<file path="src/ofhp_pkg.sv">
`timescale 1ns / 1ps
`default_nettype none
package ofhp_pkg;

   localparam int OFFSET_BITS_DEFAULT = 25;

   localparam int MIN_FIRST_LEN = 13;
   localparam int HDR_END_LEN   = 17;
   localparam int SI_MIN_LEN    = 34;
   localparam int LATER_MIN_LEN = 4;
   localparam logic [16:0] COUNT_MAX = 17'h1FFFF;

   typedef enum logic [2:0] {
      ST_OK        = 3'd0,
      ST_TOO_SHORT = 3'd1,
      ST_BAD_SIG   = 3'd2,
      ST_BAD_VER   = 3'd3,
      ST_NOT_SI    = 3'd4,
      ST_TRUNCATED = 3'd5,
      ST_SI_SHORT  = 3'd6,
      ST_ZERO_RATE = 3'd7
   } status_type;

   typedef struct packed {
      logic [7:0] data_byte;
      logic       packet_end;
   } req_item_type;

   typedef struct packed {
      logic        accepted;
      status_type  status;
      logic [6:0]  block_kind;
      logic        last_block_flag;
      logic [19:0] stream_rate;
      logic [3:0]  channel_count;
      logic [15:0] expected_count;
      logic [16:0] packets_seen;
      logic        headers_complete;
   } rsp_item_type;

   // 0x7F "FLAC"
   function automatic logic [7:0] lead_byte(input logic [2:0] idx);
      logic [7:0] val;
      unique case (idx)
         3'd0:    val = 8'h7F;
         3'd1:    val = 8'h46;
         3'd2:    val = 8'h4C;
         3'd3:    val = 8'h41;
         3'd4:    val = 8'h43;
         default: val = 8'h00;
      endcase
      return val;
   endfunction

   // "fLaC"
   function automatic logic [7:0] mark_byte(input logic [1:0] idx);
      logic [7:0] val;
      unique case (idx)
         2'd0: val = 8'h66;
         2'd1: val = 8'h4C;
         2'd2: val = 8'h61;
         2'd3: val = 8'h43;
      endcase
      return val;
   endfunction

endpackage
`default_nettype wire

</file>
<file path="src/ogg_flac_header_packet_parser_top.sv">
`timescale 1ns / 1ps
`default_nettype none
// Ogg FLAC header packet parser. Feed header packet bytes in order, one per request, with
// packet_end set on each packet's last byte; one result per packet is registered as that
// byte leaves the input register. The first packet must be the Ogg FLAC mapping header
// with a valid STREAMINFO block; later packets are counted as metadata blocks. Throughput
// is one byte per clock: each byte passes an input register, a single pass of compare
// and capture logic against the parser state, and a result register that holds a pending
// result while the next bytes keep flowing. Bytes that do not end a packet never wait
// on the result side; a packet's last byte waits only while a previous result is stalled.
module ogg_flac_header_packet_parser_top #(
   parameter int OFFSET_BITS = ofhp_pkg::OFFSET_BITS_DEFAULT
) (
   input  wire logic                   clock,
   input  wire logic                   reset,
   input  wire logic                   req_valid,
   input  wire ofhp_pkg::req_item_type req_data,
   output logic                        req_stall,
   output logic                        rsp_valid,
   input  wire logic                   rsp_stall,
   output ofhp_pkg::rsp_item_type      rsp_data
);
   import ofhp_pkg::*;

   logic         item_valid, advance, out_free, fire;
   req_item_type item_data;
   rsp_item_type result;

   // advance a byte unless it closes a packet and the result slot is still full
   assign advance = item_valid && (!item_data.packet_end || out_free);
   assign fire    = advance;

   ofhp_in_stage u_in (
      .clock      (clock),
      .reset      (reset),
      .req_valid  (req_valid),
      .req_data   (req_data),
      .req_stall  (req_stall),
      .advance    (advance),
      .item_valid (item_valid),
      .item_data  (item_data)
   );

   ofhp_parse #(
      .OFFSET_BITS (OFFSET_BITS)
   ) u_parse (
      .clock     (clock),
      .reset     (reset),
      .fire      (fire),
      .item_data (item_data),
      .result    (result)
   );

   ofhp_out_stage u_out (
      .clock     (clock),
      .reset     (reset),
      .load      (fire && item_data.packet_end),
      .result    (result),
      .out_free  (out_free),
      .rsp_valid (rsp_valid),
      .rsp_stall (rsp_stall),
      .rsp_data  (rsp_data)
   );

endmodule
`default_nettype wire

</file>
<file path="src/ofhp_in_stage.sv">
`timescale 1ns / 1ps
`default_nettype none
module ofhp_in_stage (
   input  wire logic                  clock,
   input  wire logic                  reset,
   input  wire logic                  req_valid,
   input  wire ofhp_pkg::req_item_type req_data,
   output logic                       req_stall,
   input  wire logic                  advance,
   output logic                       item_valid,
   output ofhp_pkg::req_item_type     item_data
);
   import ofhp_pkg::*;

   logic         valid_ff, valid_in;
   req_item_type data_ff;

   assign req_stall  = valid_ff && !advance;
   assign item_valid = valid_ff;
   assign item_data  = data_ff;

   always_comb begin
      valid_in = valid_ff;
      if (!req_stall) begin
         valid_in = req_valid;
      end
   end

   always_ff @(posedge clock) begin
      if (reset) begin
         valid_ff <= 1'b0;
      end else begin
         valid_ff <= valid_in;
      end
   end

   always_ff @(posedge clock) begin
      if (!req_stall && req_valid) begin
         data_ff <= req_data;
      end
   end

endmodule
`default_nettype wire

</file>
<file path="src/ofhp_parse.sv">
`timescale 1ns / 1ps
`default_nettype none
module ofhp_parse #(
   parameter int OFFSET_BITS = ofhp_pkg::OFFSET_BITS_DEFAULT
) (
   input  wire logic                   clock,
   input  wire logic                   reset,
   input  wire logic                   fire,
   input  wire ofhp_pkg::req_item_type item_data,
   output ofhp_pkg::rsp_item_type      result
);
   import ofhp_pkg::*;

   localparam int LEN_W = (OFFSET_BITS + 1 > 26) ? OFFSET_BITS + 1 : 26;

   // per-packet state
   logic [OFFSET_BITS-1:0] offset_ff, offset_in;
   logic        sig_ok_ff, sig_ok_in;
   logic        ver_ok_ff, ver_ok_in;
   logic        mark_ok_ff, mark_ok_in;
   logic [7:0]  hdr_ff, hdr_in;
   logic [23:0] body_ff, body_in;
   logic [23:0] rate_sh_ff, rate_sh_in;
   logic [15:0] pend_ff, pend_in;
   // stream state
   logic [15:0] announced_ff, announced_in;
   logic [16:0] count_ff, count_in;
   logic        final_ff, final_in;
   logic        si_seen_ff, si_seen_in;
   logic [19:0] held_rate_ff, held_rate_in;
   logic [3:0]  held_chan_ff, held_chan_in;

   logic [OFFSET_BITS-1:0] offset_n;
   logic        sig_n, ver_n, mark_n;
   logic [7:0]  hdr_n, b;
   logic [23:0] body_n, rate_n;
   logic [15:0] pend_n;
   logic [LEN_W-1:0] pos, len;
   logic        first, accepted, complete;
   status_type  status;

   always_comb begin
      b     = item_data.data_byte;
      pos   = LEN_W'(offset_ff);
      len   = pos + LEN_W'(1);
      first = (count_ff == '0);

      sig_n    = sig_ok_ff;
      ver_n    = ver_ok_ff;
      mark_n   = mark_ok_ff;
      hdr_n    = hdr_ff;
      body_n   = body_ff;
      rate_n   = rate_sh_ff;
      pend_n   = pend_ff;
      offset_n = (&offset_ff) ? offset_ff : offset_ff + 1'b1;

      if (first) begin
         if (pos < LEN_W'(5)) begin
            if (b != lead_byte(offset_ff[2:0])) sig_n = 1'b0;
         end else if (pos == LEN_W'(5)) begin
            ver_n = (b == 8'd1);
         end else if (pos == LEN_W'(7)) begin
            pend_n = {b, 8'h00};
         end else if (pos == LEN_W'(8)) begin
            pend_n = {pend_ff[15:8], b};
         end else if (pos >= LEN_W'(9) && pos <= LEN_W'(12)) begin
            // offsets 9..12 map to marker index 0..3
            if (b != mark_byte(offset_ff[1:0] - 2'd1)) mark_n = 1'b0;
         end else if (pos == LEN_W'(13)) begin
            hdr_n = b;
         end else if (pos >= LEN_W'(14) && pos <= LEN_W'(16)) begin
            body_n = {body_ff[15:0], b};
         end else if (pos >= LEN_W'(27) && pos <= LEN_W'(29)) begin
            rate_n = {rate_sh_ff[15:0], b};
         end
      end else if (pos == '0) begin
         hdr_n = b;
      end

      announced_in = announced_ff;
      count_in     = count_ff;
      final_in     = final_ff;
      si_seen_in   = si_seen_ff;
      held_rate_in = held_rate_ff;
      held_chan_in = held_chan_ff;
      status       = ST_OK;
      accepted     = 1'b0;

      if (first) begin
         priority if (len < LEN_W'(MIN_FIRST_LEN)) begin
            status = ST_TOO_SHORT;
         end else if (!sig_n) begin
            status = ST_BAD_SIG;
         end else if (!ver_n) begin
            status = ST_BAD_VER;
         end else begin
            announced_in = pend_n;
            priority if (!mark_n) begin
               status = ST_BAD_SIG;
            end else if (len < LEN_W'(HDR_END_LEN)) begin
               status = ST_TOO_SHORT;
            end else begin
               if (hdr_n[7]) final_in = 1'b1;
               priority if (hdr_n[6:0] != 7'd0) begin
                  status = ST_NOT_SI;
               end else if (len < LEN_W'(HDR_END_LEN) + LEN_W'(body_n)) begin
                  status = ST_TRUNCATED;
               end else if (body_n < 24'(SI_MIN_LEN)) begin
                  status = ST_SI_SHORT;
               end else begin
                  held_rate_in = rate_n[23:4];
                  if (rate_n[23:4] == 20'd0) begin
                     status = ST_ZERO_RATE;
                  end else begin
                     held_chan_in = {1'b0, rate_n[3:1]} + 4'd1;
                     si_seen_in   = 1'b1;
                     count_in     = 17'd1;
                     accepted     = 1'b1;
                  end
               end
            end
         end
      end else begin
         if (len < LEN_W'(LATER_MIN_LEN)) begin
            status = ST_TOO_SHORT;
         end else begin
            if (hdr_n[7]) final_in = 1'b1;
            if (count_ff != COUNT_MAX) count_in = count_ff + 17'd1;
            accepted = 1'b1;
         end
      end

      priority if (!si_seen_in) begin
         complete = 1'b0;
      end else if (announced_in != 16'd0) begin
         complete = count_in > {1'b0, announced_in};
      end else begin
         complete = final_in;
      end

      result.accepted         = accepted;
      result.status           = status;
      result.block_kind       = hdr_n[6:0];
      result.last_block_flag  = hdr_n[7];
      result.stream_rate      = held_rate_in;
      result.channel_count    = held_chan_in;
      result.expected_count   = announced_in;
      result.packets_seen     = count_in;
      result.headers_complete = complete;

      // default: hold everything
      offset_in   = offset_ff;
      sig_ok_in   = sig_ok_ff;
      ver_ok_in   = ver_ok_ff;
      mark_ok_in  = mark_ok_ff;
      hdr_in      = hdr_ff;
      body_in     = body_ff;
      rate_sh_in  = rate_sh_ff;
      pend_in     = pend_ff;
      if (fire) begin
         if (item_data.packet_end) begin
            offset_in  = '0;
            sig_ok_in  = 1'b1;
            ver_ok_in  = 1'b0;
            mark_ok_in = 1'b1;
            hdr_in     = 8'd0;
            body_in    = 24'd0;
            rate_sh_in = 24'd0;
            pend_in    = 16'd0;
         end else begin
            offset_in  = offset_n;
            sig_ok_in  = sig_n;
            ver_ok_in  = ver_n;
            mark_ok_in = mark_n;
            hdr_in     = hdr_n;
            body_in    = body_n;
            rate_sh_in = rate_n;
            pend_in    = pend_n;
         end
      end
   end

   always_ff @(posedge clock) begin
      if (reset) begin
         offset_ff    <= '0;
         sig_ok_ff    <= 1'b1;
         ver_ok_ff    <= 1'b0;
         mark_ok_ff   <= 1'b1;
         hdr_ff       <= 8'd0;
         body_ff      <= 24'd0;
         rate_sh_ff   <= 24'd0;
         pend_ff      <= 16'd0;
         announced_ff <= 16'd0;
         count_ff     <= 17'd0;
         final_ff     <= 1'b0;
         si_seen_ff   <= 1'b0;
         held_rate_ff <= 20'd0;
         held_chan_ff <= 4'd0;
      end else begin
         offset_ff  <= offset_in;
         sig_ok_ff  <= sig_ok_in;
         ver_ok_ff  <= ver_ok_in;
         mark_ok_ff <= mark_ok_in;
         hdr_ff     <= hdr_in;
         body_ff    <= body_in;
         rate_sh_ff <= rate_sh_in;
         pend_ff    <= pend_in;
         // stream state moves only at a packet's last byte
         if (fire && item_data.packet_end) begin
            announced_ff <= announced_in;
            count_ff     <= count_in;
            final_ff     <= final_in;
            si_seen_ff   <= si_seen_in;
            held_rate_ff <= held_rate_in;
            held_chan_ff <= held_chan_in;
         end
      end
   end

endmodule
`default_nettype wire

</file>
<file path="src/ofhp_out_stage.sv">
`timescale 1ns / 1ps
`default_nettype none
module ofhp_out_stage (
   input  wire logic                   clock,
   input  wire logic                   reset,
   input  wire logic                   load,
   input  wire ofhp_pkg::rsp_item_type result,
   output logic                        out_free,
   output logic                        rsp_valid,
   input  wire logic                   rsp_stall,
   output ofhp_pkg::rsp_item_type      rsp_data
);
   import ofhp_pkg::*;

   logic         valid_ff, valid_in;
   rsp_item_type data_ff;

   assign out_free  = !valid_ff || !rsp_stall;
   assign rsp_valid = valid_ff;
   assign rsp_data  = data_ff;

   always_comb begin
      valid_in = valid_ff;
      if (load) begin
         valid_in = 1'b1;
      end else if (!rsp_stall) begin
         valid_in = 1'b0;
      end
   end

   always_ff @(posedge clock) begin
      if (reset) begin
         valid_ff <= 1'b0;
      end else begin
         valid_ff <= valid_in;
      end
   end

   always_ff @(posedge clock) begin
      if (load) begin
         data_ff <= result;
      end
   end

endmodule
`default_nettype wire

</file>
<file path="config.mk">
export PLATFORM = sky130hd
export DESIGN_NAME = ogg_flac_header_packet_parser_top
export DESIGN_NICKNAME = d
export VERILOG_FILES = /design/src/ofhp_pkg.sv /design/src/ogg_flac_header_packet_parser_top.sv /design/src/ofhp_in_stage.sv /design/src/ofhp_parse.sv /design/src/ofhp_out_stage.sv
export SDC_FILE = /design/constraint.sdc
export NUM_CORES = 1
export LEC_CHECK = 0
export ABC_CLOCK_PERIOD_IN_PS = 10300
export BUFFER_PORTS_ARGS = -buffer_cell sky130_fd_sc_hd__buf_2
export CAP_MARGIN = 40
export CORE_ASPECT_RATIO = 1.2
export CORE_MARGIN = 4
export CORE_UTILIZATION = 55
export DETAILED_ROUTE_END_ITERATION = 6
export PLACE_DENSITY_LB_ADDON = 0.08
export SETUP_SLACK_MARGIN = 0.05
export SLEW_MARGIN = 40
export SYNTH_ARGS = -nofsm -noshare
export SYNTH_HDL_FRONTEND = slang
export SYNTH_SLANG_ARGS = --single-unit
</file>
<file path="constraint.sdc">
create_clock -name clock -period 10.3 [get_ports clock]
set_input_delay 1.545 -clock clock [delete_from_list [all_inputs] [get_ports clock]]
set_output_delay 1.545 -clock clock [all_outputs]
set_load 0.02 [all_outputs]
</file>
# [Word-level counts from Yosys, hierarchy flattened]
# Index checks and enable logic that the tools add are counted.
[word_totals] reg_bits=240 inputBits=13 output_inout_bits=72
[classes] addsub=6 n_lt_le_gt_ge=13 eq_ne=24 n_mux=140 n_reduce_logical=26
[ops] op="$mux 24" count=19
[ops] op="$mux 17" count=12
[ops] op="$mux 20" count=9
[ops] op="$mux 16" count=9
[ops] op="$mux 8" count=18
[ops] op="$eq 25x3->1 const B" count=2
[ops] op="$eq 25x4->1 const B" count=2
[ops] op="$ge 25x4->1 const B" count=2
[ops] op="$le 25x5->1 const B" count=2
[ops] op="$mux 25" count=2
[ops] op="$mux 1" count=49
[ops] op="$mux 4" count=10
[ops] op="$pmux 7 s5" count=1
[ops] op="$pmux 8 s4" count=1
[ops] op="$mux 3" count=10
[ops] op="$add 25x1->26 const B" count=1
[ops] op="$lt 26x26->1" count=1
[ops] op="$lt 26x3->1 const B" count=1
[ops] op="$lt 26x4->1 const B" count=1
[ops] op="$lt 26x5->1 const B" count=1
[ops] op="$add 25x1->25 const B" count=1
[ops] op="$add 5x24->25 const A" count=1
[ops] op="$ge 25x5->1 const B" count=1
[ops] op="$le 25x4->1 const B" count=1
[ops] op="30 further kinds" count=52

# [Longest topological paths before layout]
# Gate-level depths: netlist of run 1.
[logic_depth] ltp_word=24 ltp_mapped=44 depth_no_buf=38

# [Hierarchy]
# A second synthesis of run 1 with hierarchy kept.
[hier_totals] hier_cells=1508 hier_area_um2=13777.0
[by_module_without_submodules] mod="ofhp_parse" instances=1 cells_each=1418 area_per_inst_um2=11303.3 seq_area_each_um2=3183.1
[by_module_without_submodules] mod="ofhp_out_stage" instances=1 cells_each=74 area_per_inst_um2=2134.5 seq_area_each_um2=2122.0
[by_module_without_submodules] mod="ofhp_in_stage" instances=1 cells_each=13 area_per_inst_um2=320.3 seq_area_each_um2=290.3
[by_module_without_submodules] mod="ogg_flac_header_packet_parser_top" instances=1 cells_each=3 area_per_inst_um2=18.8 seq_area_each_um2=0.0

# [Worst setup path before layout of run 1]
# OpenSTA, ideal clock, no wires.
[synth_path] path_type="reg2reg" startpoint="reg u_parse.offset_ff[0]" endpoint="reg u_out.data_ff (netlist bit u_out.rsp_data[0]) (data pin)" setup_ps=258 arrival_time_ps=8366 t_required_ps=10042 path_slack_ps=1676 path_stages_with_launch=43 n_path_buf=6 period_less_slack_ps=8624 cell_sequence="dfxtp_1 clkbuf_1 clkbuf_1 inv_1 ha_1 nand2b_1 nand3_1 and2_1 nand2_1 clkbuf_1 buf_1 buf_1 nand2_1 nand2_1 ha_1 o21ai_4 o21ai_4 nand2_4 (+7 left out) nor4_1 o31ai_1 a31o_2 nor4bb_1 buf_2 nor2_1 ha_1 nor2b_1 o21a_1 o21a_1 o21a_1 o21a_1 o21ai_0 a21oi_1 a2111oi_0 a211oi_1 a211o_1 o221a_2"
[synth_rtl] element="start, declared" line_no="ofhp_parse.sv:17" rtl="logic [OFFSET_BITS-1:0] offset_ff, offset_in;"
[synth_rtl] element="start signal, assigned" line_no="ofhp_parse.sv:200" rtl="offset_ff <= offset_in;"
[synth_rtl] element="end signal, assigned" line_no="ofhp_out_stage.sv:41" rtl="data_ff <= result;"
[synth_rtl] element="end, declared" line_no="ofhp_out_stage.sv:16" rtl="rsp_item_type data_ff;"

==> metrics, run 1 <==
status complete, no violations; port bufs 84; skew final 0.0267 ns; fillers 2116; H-tree depth 1; Post-CTS Hold Buffers 0; DP HPWL approximately 25000 µm; Setup crit end kind register; final setup violation count 0; share of layout cells above drive strength 1 ~12%; CTS root buf clkbuf_16; Rel. slew slack 45.0%; Post-synth top flop dfxtp_1; register area share after synthesis 41.8%; Max-Cap Viols 0; total CTS buffers 25; Die Y 179 µm; fraction of registers with async set/reset 0%; post-synthesis average cell area 8.80 µm²; Worst-Margin Slew 0.825 ns; gpl congestion between 0.9 and 1; post_cts resized 0; slowest CP cell dfxtp_1; Max FO, Critical Path 29; WS Path Type reg -> reg; vias 11.4k; startpoint types register; DRC 0; Pint between 1.5 and 2 mW; post-synth cell types 76; Clock transition at path regs roughly 0.070 ns; vias per inst 6.07; Sink Count 240; postcts setup bufs 0; Synth Net Count 1584; Avg WL per Cell 19.0 µm; final hold vios 0; initial core utilization approximately 56%; Clock Power Share 46.7%; YS warnings 0; Sw Ratio 22.4%; 1st-iter DRT viols around 1.2k; number of synthesized flops with an enable pin a little under 80; Die W 150 µm; crit path time final 9.33 ns; Tcrit/Tclk final between 90% and 100%; clock latency on the worst-skew pair 0.54 ns; DRT antenna net count 0; CTS tree yes; LEAKAGE 5.67 nW; Tightest Hold Check Type reg -> reg; die area 26900 µm²; switching pwr approximately 0.45 mW; gr usage total 26.0%; mapped cell area 13400 µm²; Cell Pwr Density 136 nW/µm²; Mapped Cells 1522; fin nets roughly 1.6k; Comb pwr share between 3 and 4%; Hold WS 0.467 ns; slowest stage delay, CP around 0.7 ns; Flop pwr share 49.4%; Critical Path RT 10.57 ns; CP arrival about 9.6 ns; first-pass GRT wire length 56400 µm; TritonRoute pass-1 iters 6; Ports 85; initial antenna violation count 0; #FFs+latches synth 240; row cnt 62; core area 24000 µm²; Post-Route WL 35600 µm; vias in the first global route 10.4k; total grt overflow 0; worst-case clock buffer depth 3; unrepaired setup endpoints after global routing false; setup TNS 0 ns; Max VDD drop roughly 94 µV; largest net degree at the start of global routing 88; Synth-to-Final Area Change 10.3%; Final Slew Violations 0; antenna cells 0; FMAX 107 MHz
[final timing paths]
check,startpoint,endpoint,slack (ns),cells after the start
max,u_parse.offset_ff[0]$_SDFFE_PP0P_,u_out.rsp_data[0]$_SDFFCE_PN0P_,0.97,36
min reg2reg,u_parse.pend_ff[13]$_SDFFE_PP0P_,u_parse.pend_ff[13]$_SDFFE_PP0P_,0.47,2
min,u_parse.pend_ff[13]$_SDFFE_PP0P_,u_parse.pend_ff[13]$_SDFFE_PP0P_,0.47,2
max reg2reg,u_parse.offset_ff[0]$_SDFFE_PP0P_,u_out.rsp_data[0]$_SDFFCE_PN0P_,0.97,36
[flip-flops by register name (all words and copies together) (netlist names), 9 cells and up]
name                  cells
u_parse.rate_sh_ff       24
u_parse.count_ff         17
u_parse.pend_ff          16
u_parse.body_ff          24
u_in.item_data            9
u_parse.announced_ff     16
u_parse.held_rate_ff     20
u_parse.offset_ff        25
u_out.rsp_data           70
[power by group through the flow]
stage                     Sequential (mW)  Combinational (mW)  Clock, mW
final                               0.995              0.0765      0.940
after global routing                0.995              0.0829      0.999
after CTS                           0.994              0.0760      0.957
after detailed placement             1.02              0.0757          0
after global placement               1.01              0.0749          0
after floorplan                      1.01              0.0526          0
[layout by cell type (no fill, tap or decap), drive strengths merged, types with 11 or more instances in the layout]
master / n
nand2: 130
a211oi: 34
inv: 38
nor4: 33
a21oi: 69
or3: 12
xor2: 32
dfxtp: 161
mux2i: 55
clkbuf: 31
nand3: 60
mux2: 12
a21o: 12
edfxtp: 79
a22oi: 84
ha: 49
and3: 23
xnor2: 49
nor3: 45
nand4: 27
nor2: 226
o21ai: 66
and2: 11
buf: 101
[cell usage after synthesis (all sizes together) (12+ instances only)]
master | count | share of area, %
a211oi | 34 | 1.9
a21o | 12 | 0.67
a21oi | 69 | 2.6
a22oi | 84 | 4.7
and3 | 23 | 1.1
buf | 22 | 1.0
clkbuf | 92 | 2.6
dfxtp | 161 | 24
edfxtp | 79 | 18
ha | 49 | 4.6
inv | 35 | 0.98
mux2 | 12 | 1.0
mux2i | 55 | 4.1
nand2 | 130 | 3.7
nand3 | 60 | 2.2
nand4 | 27 | 1.4
nor2 | 226 | 6.5
nor3 | 45 | 1.8
nor4 | 33 | 2.0
o21ai | 66 | 2.6
or3 | 12 | 0.60
xnor2 | 49 | 3.2
xor2 | 32 | 2.1
[metal layers]
metal | global-route usage, % | vias to the layer above | share of wire [%] | routed length (µm)
met4 | 9.69 | 0 | 3.7 | 1310
li1 | - | 5545 | - | -
met2 | 44.0 | 350 | 48 | 17100
met3 | 3.19 | 79 | 5.3 | 1870
met1 | 34.2 | 5399 | 43 | 15300
met5 | 0 | - | 0 | 0
[area by class of cell]
type	count	area [µm²]	share of cell area (%)
clock buffer	31	699	4.74
timing repair buffer	101	558	3.78
multi-input combinational	1132	7220	48.9
clock inverter	15	155	1.05
tap	320	400	2.71
inverter	36	138	0.932
sequential	240	5600	37.9
[metrics by stage]
stage,std cells,util [%],power [mW],setup WS (ns),cell area [µm²]
5_1_grt,1875,61.6,2.08,0.351,14800
3_5_place_dp,1829,58.0,1.09,1.10,13900
6_report,1875,61.6,2.01,0.973,14800
4_1_cts,1875,61.5,2.03,1.03,14800
2_1_floorplan,1522,-,1.06,1.68,13400
3_3_place_gp,1829,57.9,1.09,1.31,13900
[kinds of logic after synthesis]
logic type	Yosys count	share of synthesized area [%]
adders and majority gates	49	4.58
muxes	67	5.12
buffers and inverters	150	4.61
AOI/OAI and AO/OA	323	16.1
and+or+nand+nor	612	22.5
DFF	240	41.8
xor gates and xnor gates	81	5.30
[critical path: cells and delay by family, from the launching register on]
kind                       cells  cell delay [ns]
AOI/OAI and AO/OA             15             2.84
adders and majority gates      4             1.34
buffers and inverters          2             0.54
DFF                            1             0.71
and+or+nand+nor               15             3.63
Power figures use the tool's default switching activity.
==> inputs of run 2 (changes only) <==
--- a/config.mk
+++ b/config.mk
@@ -11,6 +11,7 @@
 export CORE_ASPECT_RATIO = 1.2
 export CORE_MARGIN = 4
 export CORE_UTILIZATION = 55
+export CTS_BUF_LIST = sky130_fd_sc_hd__clkbuf_16
 export DETAILED_ROUTE_END_ITERATION = 6
 export PLACE_DENSITY_LB_ADDON = 0.08
 export SETUP_SLACK_MARGIN = 0.05
==> run 2 against run 1 <==
Compared with the run above: core utilization down 0.13 points; combinational power about the same; worst setup slack improved by 0.0099 ns; sequential power about the same; die area unchanged; routed wire length grew 0.16%; clock skew about the same; design area is 0.20% lower; clock-buffer cell count decreased by 5.
==> metrics, run 2 (synthesis results as in run 1) <==
first-pass GRT wire length 56400 µm; cell area after layout between 10000 and 15000 µm²; largest net degree at the start of global routing approximately 90; skew final 0.0272 ns; DRT antenna net count 0; gr usage total 26.1%; postcts setup bufs 0; Sequential cell area between 5000 and 6000 µm²; Post-CTS Hold Buffers 0; row cnt 62; crit path from u_parse.offset_ff[0]$_SDFFE_PP0P_; H-tree depth 1; initial antenna violation count 0; DP HPWL 24900 µm; commonest non-fill, non-tap cell in the layout nor2_1; Max VDD drop 93.6 µV; setup TNS 0 ns; final setup violation count 0; total grt overflow 0; Clock transition at path regs about 0.070 ns; clock latency on the worst-skew pair around 0.54 ns; share of layout cells above drive strength 1 12.0%; CP arrival roughly 9.6 ns; Max FO, Critical Path 29; Worst-Margin Slew 0.817 ns; Final Slew Violations 0; WS Path Type reg -> reg; Rel. slew slack between 40% and 50%; Cell Pwr Density 135 nW/µm²; vias 11.4k; crit path to u_out.rsp_data[0]$_SDFFCE_PN0P_; DRC 0; Critical Path RT 10.57 ns; gpl congestion 0.949; Clock Power Share between 40% and 50%; slowest stage delay, CP 0.70 ns; Synth-to-Final Area Change 10.1%; max reg flops 70; Avg WL per Cell roughly 19 µm; initial core utilization 55.9%; port bufs 84; r2r setup slk 0.98 ns; R2R Path End u_out.rsp_data[0]$_SDFFCE_PN0P_; vias in the first global route between 10k and 15k; multi-input combinational cell area 7220 µm²; Comb pwr share 3.8%; Tcrit/Tclk final 90.5%; Worst R2R Path Depth 36; Ports 85; Sw Ratio 22.7%; antenna cells 0; worst-case clock buffer depth 3; core area 24000 µm²; status complete, no violations; 1st-iter DRT viols 1117; die area 26900 µm²; post_cts resized 0; R2R Path Start u_parse.offset_ff[0]$_SDFFE_PP0P_; unrepaired setup endpoints after global routing false; Post-Route WL 35700 µm; crit path time final a little over 9 ns; commonest non-fill, non-tap cells in the layout nor2_1 (222), dfxtp_1 (161), nand2_1 (127); CTS tree yes; Pint 1.54 mW; Flop pwr share between 50 and 60%; fillers 2120; total CTS buffers 25; switching pwr 0.450 mW; Max-Cap Viols 0; Tightest Hold Check Type reg -> reg; LEAKAGE 5.67 nW; CTS root buf clkbuf_16; Die Y roughly 180 µm; Post-DP Area 13900 µm²; final hold vios 0; FMAX around 110 MHz; Die W 150 µm; Sink Count 240; slowest CP cell dfxtp_1; vias per inst 6.08; fin nets between 1.5k and 2k; startpoint types register; Setup crit end kind register; TritonRoute pass-1 iters 5
[run 2: cell count changes in the layout (fill, tap and decap cells not counted), sizes merged]
cell / delta
clkinv: +3
inv: +2
clkbuf: -5
[run 2: worst min-delay path by stage]
stage                                                start                          endpoint  slack (ns)  depth (start not counted)
after floorplan              u_parse.final_ff$_SDFFE_PP0P_     u_parse.final_ff$_SDFFE_PP0P_        0.43                          2
after global placement       u_parse.final_ff$_SDFFE_PP0P_     u_parse.final_ff$_SDFFE_PP0P_        0.44                          2
after detailed placement  u_parse.pend_ff[11]$_SDFFE_PP0P_  u_parse.pend_ff[11]$_SDFFE_PP0P_        0.46                          2
after CTS                 u_parse.pend_ff[11]$_SDFFE_PP0P_  u_parse.pend_ff[11]$_SDFFE_PP0P_        0.47                          2
after global routing      u_parse.pend_ff[13]$_SDFFE_PP0P_  u_parse.pend_ff[13]$_SDFFE_PP0P_        0.50                          2
final                     u_parse.pend_ff[13]$_SDFFE_PP0P_  u_parse.pend_ff[13]$_SDFFE_PP0P_        0.47                          2
[run 2: metrics by stage]
stage               std cells  power [mW]  util (%)  worst slack [ns]  hold slack, ns
global route             1875        2.05      61.5             0.352           0.501
CTS                      1875        2.00      61.4              1.04           0.466
detailed placement       1829        1.09      58.0              1.10           0.457
finish                   1875        1.99      61.5             0.982           0.469
floorplan                1522        1.06         -              1.68           0.429
global placement         1829        1.09      57.9              1.31           0.439
[run 2: layout make-up]
| type | instances | area share (%) |
|---|---|---|
| flip-flops and latches | 240 | 38.0 |
| clock inverters | 20 | 1.18 |
| multi-input cells | 1132 | 49.0 |
| repair buffers | 101 | 3.79 |
| clock buffers | 26 | 4.42 |
| inverters | 36 | 0.934 |
| well taps | 320 | 2.72 |
[run 2: worst max-delay path: cells and delay by family (launching register included)]
| family | cells | cell delay (ns) |
|---|---|---|
| buf+inv | 2 | 0.54 |
| flops | 1 | 0.70 |
| simple gates | 15 | 3.62 |
| fa+ha+maj | 4 | 1.34 |
| compound gates | 15 | 2.83 |
[run 2: metal layers]
metal | routed length, µm | vias to the layer above | track usage [%]
met5 | 0 | - | 0
met4 | 1380 | 0 | 9.99
met3 | 2120 | 86 | 3.21
met2 | 17000 | 359 | 43.9
met1 | 15200 | 5402 | 34.2
li1 | - | 5548 | -
[run 2: power groups by stage]
stage / Sequential [mW] / Clock, mW / Combinational, mW
2_1_floorplan: 1.01 / 0 / 0.0526
3_3_place_gp: 1.01 / 0 / 0.0749
3_5_place_dp: 1.02 / 0 / 0.0757
4_1_cts: 0.994 / 0.933 / 0.0760
5_1_grt: 0.995 / 0.974 / 0.0829
6_report: 0.995 / 0.915 / 0.0763
